<file path="config.mk">
export PLATFORM = sky130hd
export DESIGN_NAME = stitch_delta_stream_decoder_core
export DESIGN_NICKNAME = d
export VERILOG_FILES = /design/src/hw/rtl/sdsdec_pkg.sv /design/src/hw/rtl/sdsdec_parser.sv /design/src/hw/rtl/stitch_delta_stream_decoder_core.sv
export SDC_FILE = /design/constraint.sdc
export NUM_CORES = 1
export LEC_CHECK = 0
export BUFFER_PORTS_ARGS = -buffer_cell sky130_fd_sc_hd__buf_4
export CORE_ASPECT_RATIO = 1.5
export CORE_MARGIN = 3
export CORE_UTILIZATION = 56
export DETAILED_ROUTE_END_ITERATION = 8
export GPL_ROUTABILITY_DRIVEN = 0
export GPL_TIMING_DRIVEN = 1
export PLACE_DENSITY = 0.86
export SETUP_SLACK_MARGIN = 0.05
export SYNTH_ARGS = -nofsm -noshare
export SYNTH_HDL_FRONTEND = slang
export SYNTH_HIERARCHICAL = 1
export SYNTH_SLANG_ARGS = --single-unit
</file>
<file path="constraint.sdc">
create_clock -name i_clk -period 4.3 [get_ports i_clk]
set_clock_uncertainty 0.05 [all_clocks]
set_input_delay 0 -clock i_clk [delete_from_list [all_inputs] [get_ports i_clk]]
set_output_delay 0 -clock i_clk [all_outputs]
set_load 0.05 [all_outputs]
</file>
<file path="src/hw/rtl/sdsdec_pkg.sv">
`timescale 1ns / 1ps
`default_nettype none

package sdsdec_pkg;

    localparam logic [7:0] ESC_BYTE = 8'h80;
    localparam logic [7:0] ESC_LONG = 8'h01;

    localparam logic MOVE_NORMAL = 1'b0;
    localparam logic MOVE_TRIM   = 1'b1;

    typedef struct packed {
        logic [7:0] byte_in;
        logic       block_start;
    } t_in_item;

    typedef struct packed {
        logic signed [15:0] dx;
        logic signed [15:0] dy;
        logic               move_kind;
    } t_out_item;

    // parser result for the byte currently presented
    typedef struct packed {
        logic      valid;
        t_out_item item;
    } t_parse_res;

    // short delta: 0x81..0xff negative, 0x80 reads as +128
    function automatic logic [15:0] short_delta(input logic [7:0] b);
        logic neg;
        neg = b[7] && (b != ESC_BYTE);
        return {{8{neg}}, b};
    endfunction

endpackage

`default_nettype wire

</file>
<file path="src/hw/rtl/sdsdec_parser.sv">
`timescale 1ns / 1ps
`default_nettype none

module sdsdec_parser (
    input  wire logic                 i_clk,
    input  wire logic                 i_rst_n,
    input  wire logic                 i_advance,
    input  wire sdsdec_pkg::t_in_item i_item,
    output sdsdec_pkg::t_parse_res    o_res
);

    typedef enum logic [2:0] {
        PH_FIRST,
        PH_SECOND,
        PH_DX_HI,
        PH_DX_LO,
        PH_DY_HI,
        PH_DY_LO,
        PH_IGN_HI,
        PH_IGN_LO
    } t_phase;

    t_phase      r_phase, n_phase, w_phase;
    logic [7:0]  r_first, n_first;
    logic [15:0] r_long_dx, n_long_dx;
    logic [15:0] r_long_dy, n_long_dy;

    // block start forces the phase back before the byte is consumed
    assign w_phase = i_item.block_start ? PH_FIRST : r_phase;

    always_comb begin
        n_phase   = w_phase;
        n_first   = r_first;
        n_long_dx = r_long_dx;
        n_long_dy = r_long_dy;
        o_res     = '0;
        case (w_phase)
            PH_FIRST: begin
                n_first = i_item.byte_in;
                n_phase = PH_SECOND;
            end
            PH_SECOND: begin
                if (r_first == sdsdec_pkg::ESC_BYTE) begin
                    n_phase = (i_item.byte_in == sdsdec_pkg::ESC_LONG) ? PH_DX_HI : PH_FIRST;
                end else begin
                    n_phase              = PH_FIRST;
                    o_res.valid          = 1'b1;
                    o_res.item.dx        = sdsdec_pkg::short_delta(r_first);
                    o_res.item.dy        = sdsdec_pkg::short_delta(i_item.byte_in);
                    o_res.item.move_kind = sdsdec_pkg::MOVE_NORMAL;
                end
            end
            PH_DX_HI: begin
                n_long_dx = {i_item.byte_in, 8'h00};
                n_phase   = PH_DX_LO;
            end
            PH_DX_LO: begin
                n_long_dx = {r_long_dx[15:8], i_item.byte_in};
                n_phase   = PH_DY_HI;
            end
            PH_DY_HI: begin
                n_long_dy = {i_item.byte_in, 8'h00};
                n_phase   = PH_DY_LO;
            end
            PH_DY_LO: begin
                n_long_dy = {r_long_dy[15:8], i_item.byte_in};
                n_phase   = PH_IGN_HI;
            end
            PH_IGN_HI: begin
                n_phase = PH_IGN_LO;
            end
            PH_IGN_LO: begin
                n_phase              = PH_FIRST;
                o_res.valid          = 1'b1;
                o_res.item.dx        = r_long_dx;
                o_res.item.dy        = r_long_dy;
                o_res.item.move_kind = sdsdec_pkg::MOVE_TRIM;
            end
            default: begin
                n_phase = PH_FIRST;
            end
        endcase
    end

    always_ff @(posedge i_clk) begin
        if (!i_rst_n) begin
            r_phase <= PH_FIRST;
        end else if (i_advance) begin
            r_phase <= n_phase;
        end
        if (i_advance) begin
            r_first   <= n_first;
            r_long_dx <= n_long_dx;
            r_long_dy <= n_long_dy;
        end
    end

endmodule

`default_nettype wire

</file>
<file path="src/hw/rtl/stitch_delta_stream_decoder_core.sv">
// path: the last byte of a result passes one input register, then the parser
//   logic into the result register that drives o_out_*
// throughput: one byte per cycle while the output is not stalled by i_out_stall
// reset: synchronous active-low i_rst_n empties both registers and returns the
//   parser to expecting the first byte of a pair
`timescale 1ns / 1ps
`default_nettype none

module stitch_delta_stream_decoder_core (
    input  wire logic                  i_clk,
    input  wire logic                  i_rst_n,
    input  wire logic                  i_in_valid,
    output logic                       o_in_stall,
    input  wire sdsdec_pkg::t_in_item  i_in_item,
    output logic                       o_out_valid,
    input  wire logic                  i_out_stall,
    output sdsdec_pkg::t_out_item      o_out_item
);

    logic                  r_in_valid;
    sdsdec_pkg::t_in_item  r_in_item;
    logic                  r_out_valid;
    sdsdec_pkg::t_out_item r_out_item;
    sdsdec_pkg::t_parse_res w_res;
    logic                  w_advance;
    logic                  w_in_accept;

    // the held byte moves on when the result register is free or draining
    assign w_advance   = r_in_valid && (!r_out_valid || !i_out_stall);
    assign o_in_stall  = r_in_valid && !w_advance;
    assign w_in_accept = i_in_valid && !o_in_stall;

    sdsdec_parser u_parser (
        .i_clk     (i_clk),
        .i_rst_n   (i_rst_n),
        .i_advance (w_advance),
        .i_item    (r_in_item),
        .o_res     (w_res)
    );

    always_ff @(posedge i_clk) begin
        if (!i_rst_n) begin
            r_in_valid  <= 1'b0;
            r_out_valid <= 1'b0;
        end else begin
            if (w_in_accept) begin
                r_in_valid <= 1'b1;
            end else if (w_advance) begin
                r_in_valid <= 1'b0;
            end
            if (w_advance) begin
                r_out_valid <= w_res.valid;
            end else if (!i_out_stall) begin
                r_out_valid <= 1'b0;
            end
        end
        if (w_in_accept) begin
            r_in_item <= i_in_item;
        end
        if (w_advance && w_res.valid) begin
            r_out_item <= w_res.item;
        end
    end

    assign o_out_valid = r_out_valid;
    assign o_out_item  = r_out_item;

    // a held byte that cannot move on stays held
    a_in_hold: assert property (@(posedge i_clk) disable iff (!i_rst_n)
        r_in_valid && !w_advance |=> r_in_valid && $stable(r_in_item))
        else $error("held input transaction lost");

    // a parsed result always reaches the output register
    a_res_shown: assert property (@(posedge i_clk) disable iff (!i_rst_n)
        w_advance && w_res.valid |=> o_out_valid && (o_out_item == $past(w_res.item)))
        else $error("parsed result not presented");

    // reset leaves both stages empty
    a_reset_empty: assert property (@(posedge i_clk)
        !i_rst_n |=> !o_out_valid && !o_in_stall)
        else $error("stages not empty after reset");

endmodule

`default_nettype wire
</file>
==> impl_metrics.sql, run 1 <==
INSERT INTO impl_metrics (metric_group, metric, value, unit) VALUES
('worst_setup_path', 'critPathArrivalTime', '2570', 'ps'),
('logic_synthesis', 'synth_warnings', '6', ''),
('timing', 'holdWs', '320.7', 'ps'),
('power', 'powerDensity', '382.6', 'nW/um^2'),
('timing', 'finalSetupViolCount', '0', ''),
('logic_synthesis', 'count_of_mapped_cells_out_of_synthesis', '229', ''),
('routing', 'routed_wl', '6435', 'um'),
('timing', 'achievable-frequency', '381.7', 'MHz'),
('timing', 'timing_max_transition_violations_final', '0', ''),
('placed_design', 'placed_area', '3834', 'um^2'),
('logic_synthesis', 'yosysSeqAreaShare', '74.99', '%'),
('logic_synthesis', 'synth_compound_gate_area_share', '7.873', '%'),
('logic_synthesis', 'yosys-top-cells-area', 'sky130_fd_sc_hd__edfxtp_1 72%, sky130_fd_sc_hd__nand2_1 3.7%, sky130_fd_sc_hd__nor2b_1 3.7%', ''),
('power', 'p_sw_share', '19.43', '%'),
('routing', 'ant_nets', '0', ''),
('logic_synthesis', 'synth-edff-count', '82', ''),
('global_routing', 'pin_count_of_the_biggest_net_entering_global_routing', '35', ''),
('placed_design', 'dp.cells', '339', ''),
('floorplan', 'placementRows', '34', ''),
('outcome', 'outcome', 'finished, final reports clean', ''),
('power', 'power_report.internal_total', '1288', 'uW'),
('global_routing', 'groute.layer.met1.usage', '21.38', '%'),
('routing', 'route.detailed.drc', '0', ''),
('flow_run', 'max-cap-violations', '0', ''),
('routing', 'detailed_route_wire_length_per_cell', '17.49', 'um'),
('worst_setup_path', 'timing.setup.critical_path_class', 'reg2reg', ''),
('global_routing', 'grt_total_usage', '19.37', '%'),
('global_routing', 'antenna_found_initial', '0', ''),
('logic_synthesis', 'synth_top_area_share', '72.06', '%'),
('logic_synthesis', 'synth_top_family_by_area', 'simple AND/OR/NAND/NOR gates', ''),
('power', 'power_frac_comb', '3.6', '%'),
('clocking', 'clk_pin_slew', '70', 'ps'),
('power', 'p_leak', '0.001644', 'uW'),
('clocking', 'clk_path_buf_depth', '2', ''),
('logic_synthesis', 'yosys_register_bits', '87', ''),
('clocking', 'cts_tree', 'done', ''),
('placed_design', 'pre_cts_ws', '1749', 'ps'),
('logic_synthesis', 'synth.mux.area_fraction', '0', '%'),
('timing', 'fin_tns_setup', '0', 'ps'),
('logic_synthesis', 'synth_adder_area_share', '0', '%'),
('global_routing', 'wire_length_of_the_first_global_routing_pass', '10030', 'um'),
('worst_setup_path', 'worst_path_max_delay_cell', 'sky130_fd_sc_hd__nor4b_4', ''),
('logic_synthesis', 'cell_area_synth', '3417', 'um^2'),
('worst_setup_path', 'cpPeakStageDelay', '580', 'ps'),
('logic_synthesis', 'dominant_register_cell_in_the_synthesized_netlist', 'sky130_fd_sc_hd__edfxtp_1', ''),
('clocking', 'clock-root-buffer', 'sky130_fd_sc_hd__clkbuf_8', ''),
('worst_setup_path', 'start_kind', 'flop', ''),
('power', 'p_clk_share', '37.0', '%'),
('cells_and_area', 'filler_cell_count', '377', ''),
('clocking', 'cts_inserted_buffers', '9', ''),
('floorplan', 'die_h', '101.7', 'um'),
('routing', 'routed_via_density', '5.557', ''),
('routing', 'detailroute.via_count', '2045', ''),
('cells_and_area', 'post_route_cells_drive_above_1_share', '24.32', '%'),
('timing', 'final.setup.worst_slack', '1680', 'ps'),
('worst_setup_path', 'critical_path_end_type', 'flop', ''),
('timing', 'period_share', '60.92', '%'),
('worst_setup_path', 'cp_cell_sequence', 'nor4b_4 -> o21a_1 -> or2_2 -> nand2_1 -> a21oi_2 -> buf_4', ''),
('worst_setup_path', 'worst-r2r-setup-slack', '1680', 'ps'),
('clocking', 'clock_insertion_delay_at_the_later_pin_of_the_skew_report', '350', 'ps'),
('power', 'pwr-share-seq', '59.4', '%'),
('worst_setup_path', 'worst_path_dominant_cell_family', 'simple AND/OR/NAND/NOR gates', ''),
('placed_design', 'buffer_ports.inserted', '47', ''),
('worst_hold_path', 'hold_removal_path_class', 'in2reg', ''),
('worst_setup_path', 'worstPathRequired', '4250', 'ps'),
('worst_setup_path', 'cp.buffers_inverters', '1', ''),
('logic_synthesis', 'synth_fp_nets', '242', ''),
('global_routing', 'globalRouteOverflowTotal', '0', ''),
('cells_and_area', 'finalInstanceArea', '4177', 'um^2'),
('clocking', 'cts_num_sinks', '87', ''),
('floorplan', 'initial_utilization', '58.21', '%');
-- through the flow --
step                      utilization [%]  power, uW
final                               71.14       1598
after global routing                71.14       1648
after CTS                           71.14       1607
after detailed placement            65.30       1015
after global placement              65.30       1012
after floorplan                         -      990.8
-- kinds of logic (layout without fill, tap and decap cells) --
| family | Yosys count | after routing |
|---|---|---|
| buffers and inverters | 13 | 80 |
| flip-flops | 87 | 87 |
| AND/OR/NAND/NOR | 93 | 93 |
| AO/OA/AOI/OAI | 36 | 36 |
-- flip-flops by register name, indices dropped and copies added (netlist names) --
signal and count:
r_in_item 9, u_parser/r_phase 3, u_parser/r_long_dy 16, o_out_item 33, r_in_valid 1, u_parser/r_first 8
o_out_valid 1, u_parser/r_long_dx 16
-- what timing repair did --
item	in CTS	in global routing
hold buffers	13	0
setup buffers	0	0
hold endpoints to repair	14	0
endpoints found under the setup margin	0	0
-- power groups by stage --
stage | clock (uW) | sequential, uW | combinational [uW]
floorplan | 0 | 963 | 28.3
global placement | 0 | 967 | 44.8
detailed placement | 0 | 969 | 46.7
CTS | 601 | 950 | 56.2
global route | 635 | 951 | 61.8
finish | 591 | 950 | 57.2
-- metal layers --
metal	routed length (um)	up-vias
met5	0	-
li1	-	976
met2	3499	94
met3	451	13
met4	190	0
met1	2294	962
-- worst paths after layout --
check | from | to | cells past startpoint
max reg2reg | u_parser/r_phase[0]$_SDFFE_PN0P_ | o_out_item[28]$_DFFE_PP_ | 6
min reg2reg | u_parser/r_long_dx[9]$_DFFE_PP_ | o_out_item[26]$_DFFE_PP_ | 2
max | u_parser/r_phase[0]$_SDFFE_PN0P_ | o_out_item[28]$_DFFE_PP_ | 6
min | i_in_item[0] | r_in_item[0]$_DFFE_PP_ | 2
-- area by class of cell --
class	instances	area, um^2	area share [%]
clock buffer	10	127.6	3.056
clock inverter	6	85.08	2.037
inverter	1	3.754	0.08987
multi-input combinational	129	802.0	19.20
sequential	87	2562	61.35
tap	72	90.09	2.157
timing repair buffer	63	505.5	12.10
-- placed cells by master (no fill, tap or decap), types with 2 or more instances in the layout --
cell type,n
sky130_fd_sc_hd__nor2_1,2
sky130_fd_sc_hd__or4_1,3
sky130_fd_sc_hd__a21boi_0,2
sky130_fd_sc_hd__and4b_1,2
sky130_fd_sc_hd__and3_1,9
sky130_fd_sc_hd__o21ai_0,9
sky130_fd_sc_hd__dfxtp_1,5
sky130_fd_sc_hd__edfxtp_1,82
sky130_fd_sc_hd__and2_1,9
sky130_fd_sc_hd__a22o_1,13
sky130_fd_sc_hd__nor3_1,5
sky130_fd_sc_hd__nand2_1,34
sky130_fd_sc_hd__bufinv_16,2
sky130_fd_sc_hd__o21a_1,3
sky130_fd_sc_hd__nor2b_1,20
sky130_fd_sc_hd__dlygate4sd3_1,13
sky130_fd_sc_hd__buf_4,50
sky130_fd_sc_hd__or2_2,2
sky130_fd_sc_hd__clkbuf_8,9
No activity file was read; power rests on OpenSTA's default activity.
==> run 2, diff against run 1 <==
==> constraint.sdc (replaced) <==
create_clock -name i_clk -period 2.66 [get_ports i_clk]
set_clock_uncertainty 0.05 [all_clocks]
set_input_delay 0 -clock i_clk [delete_from_list [all_inputs] [get_ports i_clk]]
set_output_delay 0 -clock i_clk [all_outputs]
set_load 0.05 [all_outputs]
==> run 2 against run 1 <==
Effect of this change: critical path depth is 1 lower; non-clock buffer count is 7 higher; die area stayed put; worst hold slack worse by 8.7 ps; fmax is 8.5% higher; first-iteration DRC count is 19% lower; sequential share of layout area is 0.53 points lower; power is 57% higher; largest power group unchanged; highest routed layer unchanged.
==> impl_metrics.sql, run 2 (synthesized netlist as in run 1, its figures left out) <==
INSERT INTO impl_metrics (metric_group, metric, value, unit) VALUES
('clocking', 'cts_inserted_buffers', '9', ''),
('worst_hold_path', 'timing.hold.worst_endpoint', 'r_in_item[2]$_DFFE_PP_', ''),
('placed_design', 'buffer_ports.inserted', '47', ''),
('placed_design', 'detailed_place_hpwl', '4338', 'um'),
('worst_hold_path', 'hold-path-cell-count', '2', ''),
('power', 'total_switching_power', '512.1', 'uW'),
('timing', 'finalSetupViolCount', '0', ''),
('worst_setup_path', 'critical_path_end_type', 'flop', ''),
('worst_setup_path', 'reg2reg_to', 'o_out_item[26]$_DFFE_PP_', ''),
('worst_hold_path', 'hold_removal_path_class', 'in2reg', ''),
('timing', 'fin_tns_setup', '0', 'ps'),
('cells_and_area', 'largest_reg_flops', '33', ''),
('flow_run', 'max-cap-violations', '0', ''),
('global_routing', 'vias_in_the_first_global_route', '2056', ''),
('global_routing', 'wire_length_of_the_first_global_routing_pass', '9936', 'um'),
('worst_setup_path', 'worst_path_dominant_cell_family', 'compound AO/OA/AOI/OAI gates', ''),
('power', 'power_report.internal_total', '1990', 'uW'),
('floorplan', 'chipWidth', '69.78', 'um'),
('timing', 'final_period_minus_worst_setup_slack', '2415', 'ps'),
('routing', 'detailroute.via_count', '2104', ''),
('power', 'powerDensity', '594.0', 'nW/um^2'),
('worst_setup_path', 'cp_cell_sequence', 'nor4b_4 -> o21a_1 -> or2_2 -> nand2_1 -> a21oi_4', ''),
('worst_setup_path', 'worst-r2r-setup-slack', '240', 'ps'),
('routing', 'routed_via_density', '5.611', ''),
('clocking', 'clock-root-buffer', 'sky130_fd_sc_hd__clkbuf_8', ''),
('timing', 'holdWs', '311.9', 'ps'),
('worst_setup_path', 'start_kind', 'flop', ''),
('cells_and_area', 'commonest_cells_after_routing_fill_and_taps_aside', '82 x sky130_fd_sc_hd__edfxtp_1, 57 x sky130_fd_sc_hd__buf_4, 34 x sky130_fd_sc_hd__nand2_1, 20 x sky130_fd_sc_hd__nor2b_1', ''),
('worst_hold_path', 'hold_path_start', 'i_in_item[2]', ''),
('power', 'pwr-share-seq', '61.3', '%'),
('routing', 'drt-pass1-iter-count', '4', ''),
('routing', 'detail_route.iter0.violations', '187', ''),
('cells_and_area', 'stdcell_count', '375', ''),
('outcome', 'outcome', 'finished, final reports clean', ''),
('global_routing', 'globalRouteOverflowTotal', '0', ''),
('worst_setup_path', 'regToRegStartpoint', 'u_parser/r_phase[0]$_SDFFE_PN0P_', ''),
('placed_design', 'dp.cells', '346', ''),
('timing', 'unrepaired_setup_endpoints_after_global_routing', 'no', ''),
('worst_setup_path', 'cpPeakStageDelay', '780', 'ps'),
('timing', 'worst_slew_pin_slew', '1020', 'ps'),
('worst_setup_path', 'timing.critical_path.fanout_max', '33', ''),
('global_routing', 'pin_count_of_the_biggest_net_entering_global_routing', '34', ''),
('cells_and_area', 'postLayoutCoreUtil', '71.76', '%'),
('worst_setup_path', 'critPathArrivalTime', '2340', 'ps'),
('global_routing', 'grt_total_usage', '18.86', '%'),
('cells_and_area', 'finalInstanceArea', '4213', 'um^2'),
('cells_and_area', 'area_growth_syn_to_layout', '23.29', '%'),
('clocking', 'clk_pin_slew', '80', 'ps'),
('power', 'p_leak', '0.001677', 'uW'),
('routing', 'route.detailed.drc', '0', ''),
('cells_and_area', 'nets', '311', ''),
('floorplan', 'placementRows', '34', ''),
('routing', 'routed_wl', '6345', 'um'),
('worst_setup_path', 'timing.setup.critical_path_class', 'reg2reg', ''),
('floorplan', 'initial_utilization', '58.21', '%'),
('worst_setup_path', 'worstPathRequired', '2580', 'ps'),
('cells_and_area', 'post_route_cells_drive_above_1_share', '26.07', '%'),
('power', 'power_frac_comb', '3.9', '%'),
('floorplan', 'coreArea', '5871', 'um^2'),
('clocking', 'cts_tree', 'done', ''),
('floorplan', 'fp.dieArea', '7095', 'um^2'),
('power', 'p_sw_share', '20.46', '%'),
('clocking', 'post-cts-setup-buffer-count', '0', ''),
('timing', 'final_hold_viol_count', '0', ''),
('worst_setup_path', 'worst_path_max_delay_cell', 'sky130_fd_sc_hd__a21oi_4', ''),
('clocking', 'htreeDepth', '3', ''),
('floorplan', 'num_io_pins', '48', ''),
('worst_setup_path', 'cp.buffers_inverters', '0', ''),
('power', 'p_clk_share', '34.8', '%'),
('global_routing', 'antenna_found_initial', '0', ''),
('power', 'ir_worst_vdd', '0.0005452', 'V'),
('routing', 'detailed_route_wire_length_per_cell', '16.92', 'um'),
('timing', 'timing_max_transition_violations_final', '0', ''),
('cells_and_area', 'most_common_cell_after_layout_fill_and_taps_aside', 'sky130_fd_sc_hd__edfxtp_1', ''),
('worst_setup_path', 'reg2reg_depth', '5', ''),
('cells_and_area', 'n_antenna_cell', '0', ''),
('timing', 'maxSlewHeadroom', '31.84', '%'),
('placed_design', 'placed_area', '3894', 'um^2'),
('clocking', 'clock_insertion_delay_at_the_later_pin_of_the_skew_report', '350', 'ps'),
('floorplan', 'die_h', '101.7', 'um'),
('clocking', 'cts_num_sinks', '87', ''),
('timing', 'period_share', '90.81', '%'),
('routing', 'ant_nets', '0', ''),
('timing', 'achievable-frequency', '414.0', 'MHz'),
('clocking', 'clk_path_buf_depth', '2', '');
-- run 2: metrics by stage --
step | worst slack [ps] | total power [uW]
final | 244.5 | 2502
after detailed placement | 253.1 | 1646
after floorplan | 154.3 | 1602
after CTS | 231.3 | 2508
after global placement | 381.1 | 1640
after global routing | 86.59 | 2584
-- run 2: worst max-delay path by stage --
stage | startpoint | endpoint | slack (ps) | depth (start not counted)
floorplan | r_in_item[0]$_DFFE_PP_ | o_out_item[0]$_DFFE_PP_ | 150 | 6
detailed placement | u_parser/r_phase[0]$_SDFFE_PN0P_ | o_out_item[13]$_DFFE_PP_ | 250 | 5
global placement | u_parser/r_phase[0]$_SDFFE_PN0P_ | o_out_item[17]$_DFFE_PP_ | 380 | 5
CTS | u_parser/r_phase[0]$_SDFFE_PN0P_ | o_out_item[26]$_DFFE_PP_ | 230 | 5
global route | u_parser/r_phase[0]$_SDFFE_PN0P_ | o_out_item[26]$_DFFE_PP_ | 90 | 5
finish | u_parser/r_phase[0]$_SDFFE_PN0P_ | o_out_item[26]$_DFFE_PP_ | 240 | 5
-- run 2: cell type report --
cell class / instances / area (um^2)
fillers: 367 / 1658
clock buffers: 10 / 127.6
clock inverters: 6 / 61.31
well taps: 72 / 90.09
flip-flops and latches: 87 / 2562
repair buffers: 70 / 558.0
inverters: 1 / 3.754
multi-input cells: 129 / 809.5
-- run 2: timing repair --
item | CTS | global route
endpoints found under the hold margin | 14 | 0
hold buffers | 13 | 0
gates resized for setup | 0 | 0
-- run 2: power by group through the flow --
stage / sequential [uW] / clock, uW / combinational (uW)
floorplan: 1560 / 0 / 46.0
global placement: 1560 / 0 / 78.1
detailed placement: 1560 / 0 / 82.1
CTS: 1530 / 878 / 97.3
finish: 1530 / 871 / 98.0
global route: 1530 / 943 / 106
-- run 2: per-layer routing --
| metal | GRT usage, % | vias to the layer above | share of wire, % |
|---|---|---|---|
| met2 | 34.67 | 91 | 55 |
| met5 | 0 | - | 0 |
| met4 | 9.882 | 0 | 1.9 |
| met3 | 5.065 | 13 | 6.9 |
| li1 | - | 996 | - |
| met1 | 19.54 | 1004 | 36 |
